File: src/hdl/sav_pkg.sv
`default_nettype none
package sav_pkg;

  // Instruction codes
  localparam logic [5:0] OP_LLA  = 6'd0;
  localparam logic [5:0] OP_IMM  = 6'd1;
  localparam logic [5:0] OP_JMP  = 6'd2;
  localparam logic [5:0] OP_JSR  = 6'd3;
  localparam logic [5:0] OP_BZ   = 6'd4;
  localparam logic [5:0] OP_BNZ  = 6'd5;
  localparam logic [5:0] OP_ENT  = 6'd6;
  localparam logic [5:0] OP_ADJ  = 6'd7;
  localparam logic [5:0] OP_LEV  = 6'd8;
  localparam logic [5:0] OP_LI   = 6'd9;
  localparam logic [5:0] OP_LC   = 6'd10;
  localparam logic [5:0] OP_SI   = 6'd11;
  localparam logic [5:0] OP_SC   = 6'd12;
  localparam logic [5:0] OP_PSH  = 6'd13;
  localparam logic [5:0] OP_OR   = 6'd14;
  localparam logic [5:0] OP_XOR  = 6'd15;
  localparam logic [5:0] OP_AND  = 6'd16;
  localparam logic [5:0] OP_EQ   = 6'd17;
  localparam logic [5:0] OP_NE   = 6'd18;
  localparam logic [5:0] OP_LT   = 6'd19;
  localparam logic [5:0] OP_GT   = 6'd20;
  localparam logic [5:0] OP_LE   = 6'd21;
  localparam logic [5:0] OP_GE   = 6'd22;
  localparam logic [5:0] OP_SHL  = 6'd23;
  localparam logic [5:0] OP_SHR  = 6'd24;
  localparam logic [5:0] OP_ADD  = 6'd25;
  localparam logic [5:0] OP_SUB  = 6'd26;
  localparam logic [5:0] OP_MUL  = 6'd27;
  localparam logic [5:0] OP_DIV  = 6'd28;
  localparam logic [5:0] OP_MOD  = 6'd29;
  localparam logic [5:0] OP_EXIT = 6'd38;

  // Run status codes
  localparam logic [1:0] ST_RUN   = 2'd0;
  localparam logic [1:0] ST_EXIT  = 2'd1;
  localparam logic [1:0] ST_UNSUP = 2'd2;
  localparam logic [1:0] ST_DIVZ  = 2'd3;

  // Configuration register indexes
  localparam logic [1:0] CFG_START_PC  = 2'd0;
  localparam logic [1:0] CFG_STACK_TOP = 2'd1;

  localparam logic [18:0] STACK_TOP_RST = 19'h40000;

  typedef struct packed {
    logic [5:0]         opcode;
    logic signed [63:0] operand;
    logic               restart;
  } in_t;

  typedef struct packed {
    logic [14:0]        next_pc;
    logic signed [63:0] accumulator;
    logic [1:0]         status;
    logic signed [63:0] exit_value;
    logic [31:0]        step_count;
  } out_t;

  // Controller to datapath
  typedef struct packed {
    logic latch;
    logic rd1;
    logic rd2;
    logic cap_x;
    logic cap_y;
    logic it_start;
    logic it_step;
    logic commit;
  } ctl_cmd_t;

  // Datapath to controller
  typedef struct packed {
    logic need_rd1;
    logic need_rd2;
    logic need_iter;
    logic iter_done;
    logic out_free;
  } dp_sts_t;

endpackage
`default_nettype wire

File: src/hdl/sav_ctrl.sv
`default_nettype none
module sav_ctrl
  import sav_pkg::*;
(
  input  wire logic    clk_i,
  input  wire logic    rst_ni,
  input  wire logic    in_valid_i,
  output logic         in_stall_o,
  input  wire dp_sts_t sts_i,
  output ctl_cmd_t     cmd_o
);

  typedef enum logic [3:0] {
    S_IDLE, S_DEC, S_RD1, S_CAP1, S_RD2, S_CAP2, S_ISTART, S_ITER, S_EXEC
  } state_e;

  state_e state_q, state_d;

  // Next state
  always_comb begin
    state_d = state_q;
    unique case (state_q)
      S_IDLE:   if (in_valid_i) state_d = S_DEC;
      S_DEC:    state_d = sts_i.need_rd1 ? S_RD1 : S_EXEC;
      S_RD1:    state_d = S_CAP1;
      S_CAP1: begin
        priority if (sts_i.need_rd2) state_d = S_RD2;
        else if (sts_i.need_iter)    state_d = S_ISTART;
        else                         state_d = S_EXEC;
      end
      S_RD2:    state_d = S_CAP2;
      S_CAP2:   state_d = S_EXEC;
      S_ISTART: state_d = S_ITER;
      S_ITER:   if (sts_i.iter_done) state_d = S_EXEC;
      S_EXEC:   if (sts_i.out_free) state_d = S_IDLE;
      default:  state_d = S_IDLE;
    endcase
  end

  always_ff @(posedge clk_i or negedge rst_ni) begin
    if (!rst_ni) begin
      state_q <= S_IDLE;
    end else begin
      state_q <= state_d;
    end
  end

  // Command decode
  always_comb begin
    cmd_o          = '0;
    cmd_o.latch    = (state_q == S_IDLE) && in_valid_i;
    cmd_o.rd1      = (state_q == S_RD1);
    cmd_o.cap_x    = (state_q == S_CAP1);
    cmd_o.rd2      = (state_q == S_RD2);
    cmd_o.cap_y    = (state_q == S_CAP2);
    cmd_o.it_start = (state_q == S_ISTART);
    cmd_o.it_step  = (state_q == S_ITER) && !sts_i.iter_done;
    cmd_o.commit   = (state_q == S_EXEC) && sts_i.out_free;
  end

  assign in_stall_o = (state_q != S_IDLE);

endmodule
`default_nettype wire

File: config.mk
export PLATFORM = sky130hd
export DESIGN_NAME = sav_ctrl
export DESIGN_NICKNAME = d
export VERILOG_FILES = /design/src/hdl/sav_pkg.sv /design/src/hdl/sav_ctrl.sv
export SDC_FILE = /design/constraint.sdc
export NUM_CORES = 1
export LEC_CHECK = 0
export ABC_AREA = 1
export BUFFER_PORTS_ARGS = -buffer_cell sky130_fd_sc_hd__buf_2
export CAP_MARGIN = 20
export CORE_AREA = 2 2 39 41
export DETAILED_ROUTE_END_ITERATION = 6
export DIE_AREA = 0 0 41 43
export SLEW_MARGIN = 20
export SYNTH_ARGS = -nofsm -noshare
export SYNTH_HDL_FRONTEND = slang
export SYNTH_SLANG_ARGS = --single-unit
File: constraint.sdc
create_clock -name clk_i -period 1.4 [get_ports clk_i]
set_input_delay 0.28 -clock clk_i [delete_from_list [all_inputs] [get_ports clk_i]]
set_output_delay 0.28 -clock clk_i [all_outputs]
set_load 0.01 [all_outputs]
==> results of run 1 <==
## metal layers
metal / vias up / global-route usage
met5: - / 0
met4: 0 / 0.08667
met3: 2 / 0.05759
met2: 16 / 0.1938
met1: 227 / 0.2124
li1: 247 / -
## Yosys cell counts
cell	n	share of area
nand2_1	15	0.16
inv_1	14	0.14
nor2_1	7	0.072
dfrtp_1	4	0.28
nand3_1	4	0.055
nand4_1	4	0.069
inv_2	2	0.021
nor2_2	2	0.034
o21ai_1	2	0.028
nand3_2	1	0.028
nand3_4	1	0.048
nor2_4	1	0.031
nor3_1	1	0.014
o2bb2ai_1	1	0.024
## worst max path at each step
stage	start	to	slack [ns]
6_report	state_q[3]	cmd_o[1]	-0.1
5_1_grt	state_q[0]	cmd_o[0]	-0.16
3_5_place_dp	state_q[3]	cmd_o[7]	0.05
2_1_floorplan	state_q[3]	cmd_o[7]	0.11
4_1_cts	state_q[2]	cmd_o[2]	-0.11
3_3_place_gp	state_q[3]	cmd_o[7]	0.08
## critical path, stage by stage (launching register included)
cell and delay [ns]:
dfrtp_2 0.45, nor2_4 0.18, buf_6 0.13, nand3_4 0.07, inv_2 0.06, buf_6 0.09
## cell families (layout without fill, tap and decap cells)
kind of cell           Yosys count  after routing
and+or+nand+nor                 36             36
buffers and inverters           16             47
DFF                              4              4
AOI/OAI and AO/OA                3              3
## stage by stage
stage	total power [mW]	setup slack [ns]	hold WS [ns]
3_3_place_gp	0.7828	0.07984	0.08679
2_1_floorplan	0.6238	0.1096	-0.01559
5_1_grt	1.432	-0.1552	0.3278
4_1_cts	1.103	-0.1137	0.3030
6_report	1.319	-0.09896	0.3291
3_5_place_dp	0.7889	0.04706	0.08687
## area by class of cell
class	count	area [um^2]
timing repair buffer	28	201.4
clock buffer	3	22.52
sequential	4	105.1
inverter	16	60.06
multi-input combinational	39	230.2
tap	16	20.02
fill	152	744.5
## power breakdown
part	switching, mW	total, mW	internal, mW
clock	0.0542	0.151	0.0964
combinational	0.443	0.886	0.443
sequential	0.104	0.282	0.178
## timing repair
| action | CTS | global route |
|---|---|---|
| setup endpoints to repair | 9 | 11 |
| gates resized for setup | 5 | 17 |
| hold buffers | 1 | 0 |
| pin swaps | 3 | 2 |
| endpoints found under the hold margin | 4 | 0 |
| buffers inserted | 8 | 4 |
==> impl_results.md, run 1 <==
- Failing checks: setup timing
- Initial antenna violation count: 0
- Most common cell after layout, fill and taps aside: buf_2
- Pwr/cell area: between 2000 and 2500 mW/mm^2
- Hold path start: sts_i[2]
- Mapped Cells: 59
- Worst EP arrival: 1.22 ns
- HP Class: in -> reg
- Max Cap Viol: 0
- Register area share after synthesis: 0.2759
- Post-Route M1 WL: 475 um
- CTS Buffer Depth: 2
- Drt drc: 0
- Yosys cell types: 14
- Cts bufs inserted: 3
- Leak: 0.3967 nW
- Yosys synthesis warning count: 0
- CTS tree: built
- Htree depth: 1
- Worst Hold End: state_q[2]
- Final hold violation count: 0
- Met3 wire length: between 60 and 70 um
- Status: finished, violations left
- Share of cells above drive strength 1: 0.5778
- WL met2: 552 um
- DR top layer: met4
- Num rows: 14
- I/O pin cnt: 17
- Peak Freq: 667.1 MHz
- WL/cell: ~10 um
- Via count: slightly below 500
- Final period util: 1.071
- Top Registers: state_q (4)
- ANT cells: 0
- CP startpoint kind: flop
- Setup Viol. Count Final: 7
- Crit Path Max Fanout: 4
- CP required: 1.12 ns
- I/O Buffers: 16
- Crit Path Class: reg -> out
- Initial Util: 0.2622
- Synthesized area per cell: 6.150 um^2
- Final WS setup: -0.09896 ns
- Total Neg Setup Slack: -0.4175 ns
- Antenna-violating nets left: 0
- Area growth, synth to finish: 76.21%
- First-pass GRT wire length: 1807 um
- Post-Route WL: 1112 um
- Biggest register: state_q
- Fin crit period: 1.499 ns
- GR Util All Layers: 0.1524
- FF-to-FF Start: state_q[3]
- RSZ-0062 raised after global routing: yes
- Final std cells w/o fill: between 100 and 150
- Syn nets: 67
- Synth Area in Compound Gates: 0.05172
- CP Capture Type: output pin
- Synthesized flop and latch total: 4
- Total gr overflow: 0
- R2R Path End: state_q[3]
- Synth Area in Adders: 0
- Largest family of logic cells by synthesized area: simple AND/OR/NAND/NOR gates
- Placed cell count: 91
- Post-synthesis xor/xnor area fraction: 0
- Initial DRC Count: 10
- Chip Width: roughly 41 um
- Slew Viols, Final: 0
- CTS sink cnt: 4
- Max reg flops: 4
- Largest net degree at the start of global routing: 6
- Final Cell Area: 639.4 um^2
- Max-Slew Margin vs Limit: 0.8348
- R2R setup slack: 0.12 ns
- Core Box Area: between 0.001 and 0.0015 mm^2
- Post-Synth Simple-Gate Area: 0.5069
- Post-Synthesis Cell Area: 362.8 um^2
- Hpwl dp: 677.1 um
- Worst hold stages: 3
- Full die area: between 0.0015 and 0.002 mm^2
- Vias in the first global route: 443
- Portion of netlist area occupied by mux cells: 0
- Nets: 100
- Root Buffer: clkbuf_4
- Placed cell areas: ~460 um^2
- Worst-Margin Slew: about 0.25 ns
- Reg clk slew, reported paths: 0.05 ns
- Final Util: 0.4620
- Final Wtd Congestion: 0.7493
- Clock skew: about 0.013 ns
- Via/cell ratio: 4.642
- DIE HEIGHT: 43 um
- DR pass1 iterations: 3
- Commonest non-fill, non-tap cells in the layout: buf_2 (12), inv_1 (10), buf_4 (10)
- Worst-case reg-to-reg path depth: 8
- Worst vdd ir: between 0.5 and 0.6 mV
- Clk_lat worst skew: ~0.24 ns
Power figures use the tool's default switching activity.
==> inputs of run 2 (changes only) <==
--- a/config.mk
+++ b/config.mk
@@ -11,6 +11,7 @@
 export CORE_AREA = 2 2 39 41
 export DETAILED_ROUTE_END_ITERATION = 6
 export DIE_AREA = 0 0 41 43
+export SKIP_CTS_REPAIR_TIMING = 1
 export SLEW_MARGIN = 20
 export SYNTH_ARGS = -nofsm -noshare
 export SYNTH_HDL_FRONTEND = slang
==> constraint.sdc (replaced) <==
create_clock -name clk_i -period 1.4 [get_ports clk_i]
set_input_delay 0.28 -clock clk_i [delete_from_list [all_inputs] [get_ports clk_i]]
set_output_delay 0.28 -clock clk_i [all_outputs]
set_load 0.1 [all_outputs]
==> run 2 against run 1 <==
The flow still finishes with violations (setup timing). Combinational power is 92% higher. Clock-buffer cell count stayed put. Register-to-register slack worse by 0.06 ns. Critical path type unchanged. Largest power group unchanged.
==> impl_results.md, run 2 (synthesis results as in run 1) <==
- Total gr overflow: 0
- Initial antenna violation count: 0
- ANT cells: 0
- Top Registers: state_q (4)
- Max Cap Viol: 0
- Share of cells above drive strength 1: 0.6477
- DR pass1 iterations: 2
- Hpwl dp: 857.6 um
- Setup Viol. Count Final: 9
- I/O Buffers: 16
- Slew Viols, Final: 0
- WL/cell: 10.69 um
- Via/cell ratio: ~4.6
- Final hold violation count: 0
- Final Wtd Congestion: 0.7960
- Placed cell areas: 710.7 um^2
- Final WS setup: -0.1919 ns
- Failing checks: setup timing
- CP required: 1.12 ns
- Drt drc: 0
- Fin crit period: roughly 1.6 ns
- Worst vdd ir: ~1.0 mV
- Post-Route WL: 1112 um
- CTS Buffer Depth: 2
- GR Util All Layers: 0.1433
- Clk_lat worst skew: 0.23 ns
- Max-Slew Margin vs Limit: 0.8338
- GRT busiest layer: met2
- CTS sink cnt: 4
- Final Cell Area: 809.5 um^2
- Crit Path Class: reg -> out
- Worst Hold Margin: around 0.33 ns
- Met1 usage: 0.1601
- Worst-Margin Slew: 0.2487 ns
- CP Capture Type: output pin
- CTS tree: built
- Num rows: 14
- Commonest non-fill, non-tap cells in the layout: inv_1 (9), buf_12 (9), nand2_2 (8)
- DIE HEIGHT: 43 um
- Critical path startpoint: state_q[0]
- HP Class: in -> reg
- Final std cells w/o fill: between 100 and 150
- Cts bufs inserted: 3
- Vias in the first global route: about 440
- FF-to-FF Start: state_q[2]
- Root Buffer: clkbuf_4
- First-pass GRT wire length: ~1700 um
- Final period util: 1.137
- Worst EP arrival: roughly 1.3 ns
- Chip Width: 41 um
- Crit Path Max Fanout: 6
- I/O pin cnt: 17
- Clock skew: ~0.0013 ns
- Antenna-violating nets left: 0
- Via count: between 400 and 500
- Peak Freq: 628.2 MHz
- Met2 usage: 0.2344
- Nets: between 90 and 100
- Area growth, synth to finish: 123.1%
- Hold path start: sts_i[2]
- Fill count: ~120
- Reg clk slew, reported paths: roughly 0.04 ns
- Placed cell count: 96
- RSZ-0062 raised after global routing: yes
- Total Neg Setup Slack: -1.429 ns
- Core Box Area: 0.001384 mm^2
- Htree depth: 1
- Biggest register: state_q
- Full die area: 0.001763 mm^2
- Status: finished, violations left
- Initial DRC Count: 4
- Max reg flops: 4
- Largest net degree at the start of global routing: 7
- Leak: between 0.3 and 0.4 nW
- CP startpoint kind: flop
- Initial Util: 0.2622
- Pwr/cell area: ~2600 mW/mm^2
- Met3 Track Usage GR: 0.01571
-- run 2: cell count changes in the layout (fill, tap and decap cells not counted), moves of 2 or more --
cell,before,now
nor2_1,6,4
nand2_1,9,6
buf_4,10,6
buf_2,12,7
inv_2,6,3
clkinvlp_4,0,4
buf_6,5,3
nor2_4,3,6
buf_12,0,9
nand2_2,6,8
-- run 2: worst paths after layout --
path                       slack (ns)  cells after the start    endpoint
min reg2reg                      0.71                      3  state_q[3]
max                             -0.19                      4    cmd_o[0]
max reg2reg                      0.06                      9  state_q[3]
min in group asynchronous        0.38                      2  state_q[0]
max in group asynchronous        0.89                      2  state_q[3]
min                              0.33                      3  state_q[2]
-- run 2: layer usage --
metal	part of all wire	vias to the layer above	wire (um)
li1	-	240	-
met1	0.40	225	444
met2	0.56	10	628
met3	0.021	2	23
met4	0.013	0	14
met5	0	-	0
-- run 2: critical path, cell delays in order (launching register included) --
cell,delay [ns]
dfrtp_2,0.46
nor2_4,0.24
nand2_2,0.10
nor2_4,0.10
buf_12,0.18
-- run 2: power by group --
| part | total, mW | switching (mW) | leakage (nW) | internal [mW] |
|---|---|---|---|---|
| registers | 0.283 | 0.105 | 0.0467 | 0.178 |
| logic | 1.70 | 1.07 | 0.326 | 0.627 |
| clock network | 0.140 | 0.0438 | 0.0138 | 0.0957 |
| total | 2.12 | 1.22 | 0.386 | 0.901 |
-- run 2: stage by stage --
stage / worst slack, ns / total power, mW / utilization
global placement: 0.007823 / 1.789 / 0.5136
floorplan: -0.2877 / 1.362 / -
CTS: -0.2571 / 1.948 / 0.5298
detailed placement: -0.001387 / 1.801 / 0.5136
finish: -0.1919 / 2.118 / 0.5850
global route: -0.2541 / 2.226 / 0.5850
-- run 2: layout make-up --
class | count | area (um^2) | share of cell area
clock buffer | 3 | 22.52 | 0.02782
inverter | 16 | 75.07 | 0.09274
multi-input combinational | 39 | 282.8 | 0.3493
sequential | 4 | 105.1 | 0.1298
tap | 16 | 20.02 | 0.02473
timing repair buffer | 26 | 304.0 | 0.3756
==> inputs of run 3 (changes only) <==
--- a/config.mk
+++ b/config.mk
@@ -8,9 +8,11 @@
 export ABC_AREA = 1
 export BUFFER_PORTS_ARGS = -buffer_cell sky130_fd_sc_hd__buf_2
 export CAP_MARGIN = 20
-export CORE_AREA = 2 2 39 41
+export CELL_PAD_IN_SITES_DETAIL_PLACEMENT = 0
+export CELL_PAD_IN_SITES_GLOBAL_PLACEMENT = 1
+export CORE_UTILIZATION = 27
 export DETAILED_ROUTE_END_ITERATION = 6
-export DIE_AREA = 0 0 41 43
+export PLACE_DENSITY_LB_ADDON = 0.1
 export SKIP_CTS_REPAIR_TIMING = 1
 export SLEW_MARGIN = 20
 export SYNTH_ARGS = -nofsm -noshare
==> constraint.sdc (replaced) <==
create_clock -name clk_i -period 1.4 [get_ports clk_i]
set_input_delay 0 -clock clk_i [delete_from_list [all_inputs] [get_ports clk_i]]
set_output_delay 0 -clock clk_i [all_outputs]
set_load 0.1 [all_outputs]
==> run 3 against run 2 <==
The run now ends clean. Non-clock buffer count down 7. Via count down 8.0%. Sequential share of layout area is 2.5 points higher. Design area down 16%. Global-route usage increased by 2.3 points. Routed wire length decreased by 16%. Clock skew fell by 0.00052 ns.
==> impl_results.md, run 3 (synthesis results as in run 1) <==
- Biggest register: state_q
- Vias in the first global route: 380
- Root Buffer: clkbuf_4
- Reg clk slew, reported paths: 0.04 ns
- Crit Path Class: reg -> out
- I/O pin cnt: 17
- CTS Buffer Depth: 2
- Most common cell after layout, fill and taps aside: nand2_1
- Crit-path slowest cell: dfrtp_2
- Worst hold stages: 3
- Final Util: 0.5812
- Top Registers: state_q (4)
- I/O Buffers: 16
- ANT cells: 0
- WL/cell: 9.884 um
- Worst Hold End: state_q[2]
- Crit Path Max Fanout: 8
- Antenna-violating nets left: 0
- Max-Slew Margin vs Limit: 0.8162
- Cell Chain, Critical Path: nor2_2 -> buf_6 -> nand2_4 -> nor2_4 -> buf_12
- Area growth, synth to finish: 87.59%
- GR Util All Layers: 0.1661
- Full die area: 0.001495 mm^2
- Hpwl dp: 752.7 um
- Final WS setup: approximately 0.078 ns
- HP Class: in -> reg
- Initial Util: 0.3098
- Htree depth: 1
- Peak Freq: 756.5 MHz
- Worst Hold Margin: 0.01260 ns
- Max Cap Viol: 0
- Post-Route WL: between 900 and 1000 um
- Worst EP arrival: 1.32 ns
- Core Box Area: roughly 0.0012 mm^2
- Num rows: 12
- Share of cells above drive strength 1: 0.4691
- CP Capture Type: output pin
- R2R setup slack: 0.27 ns
- DIE HEIGHT: between 30 and 40 um
- CP required: 1.40 ns
- FF-to-FF Start: state_q[3]
- Status: finished, final reports clean
- CTS sink cnt: 4
- Chip Width: ~39 um
- Clk_lat worst skew: 0.24 ns
- Final hold violation count: 0
- CP startpoint kind: flop
- Drt drc: 0
- Crit path largest cell delay: ~0.45 ns
- Hold path start: sts_i[2]
- Largest net degree at the start of global routing: 9
- Via count: 439
- Via/cell ratio: 4.621
- DR pass1 iterations: 4
- Commonest non-fill, non-tap cells in the layout: nand2_1 (14), inv_1 (13), buf_12 (8)
- Slew Viols, Final: 0
- Worst-case reg-to-reg path depth: 7
- Total gr overflow: 0
- Initial antenna violation count: 0
- Nets: slightly above 90
- RSZ-0062 raised after global routing: yes
- Worst slack, placed: 0.1918 ns
- Setup Viol. Count Final: 0
- Clock skew: 0.0007653 ns
- Worst-Margin Slew: 0.2780 ns
- CTS tree: built
- Fin crit period: 1.322 ns
- Cts bufs inserted: 3
- Initial DRC Count: 8
- Total Neg Setup Slack: 0 ns
- Final Wtd Congestion: 0.8153
- First-pass GRT wire length: 1683 um
- Final period util: 0.9442
- Max reg flops: 4
- R2R Path End: state_q[3]
==> run 3: critical path: cells and delay by family (launching register included) <==
family	cells	cell delay [ns]
buf+inv	2	0.32
flops	1	0.45
simple gates	3	0.31
==> run 3: worst max-delay path by stage <==
| stage | start | to | slack, ns |
|---|---|---|---|
| 2_1_floorplan | state_q[0] | state_q[2] | -0.19 |
| 6_report | state_q[3] | cmd_o[7] | 0.08 |
| 3_3_place_gp | state_q[3] | in_stall_o | 0.18 |
| 3_5_place_dp | state_q[3] | in_stall_o | 0.19 |
| 4_1_cts | state_q[3] | in_stall_o | -0.06 |
| 5_1_grt | state_q[0] | cmd_o[1] | -0.007 |
==> run 3: layout make-up <==
class,count,area (um^2)
Clock buffer,3,22.52
Fill cell,108,490.5
Inverter,16,60.06
Multi-Input combinational cell,39,244.0
Sequential cell,4,105.1
Tap cell,14,17.52
Timing Repair Buffer,19,231.5
==> run 3: routing by layer <==
metal	vias to the layer above	wire [um]	track usage
met4	0	0	0.07759
met5	-	0	0
li1	229	-	-
met3	0	57	0.05202
met2	18	459	0.2333
met1	192	422	0.2270
==> run 3: stage by stage <==
stage	cell area, um^2	cells
after floorplan	399.1	59
after detailed placement	624.3	90
after global routing	680.7	95
after global placement	624.3	90
final	680.7	95
after CTS	646.9	93
Power of run 3 is left out: the tool's default activity adds up to more than one toggle a clock period on the data nets, which glitch-free logic cannot reach.
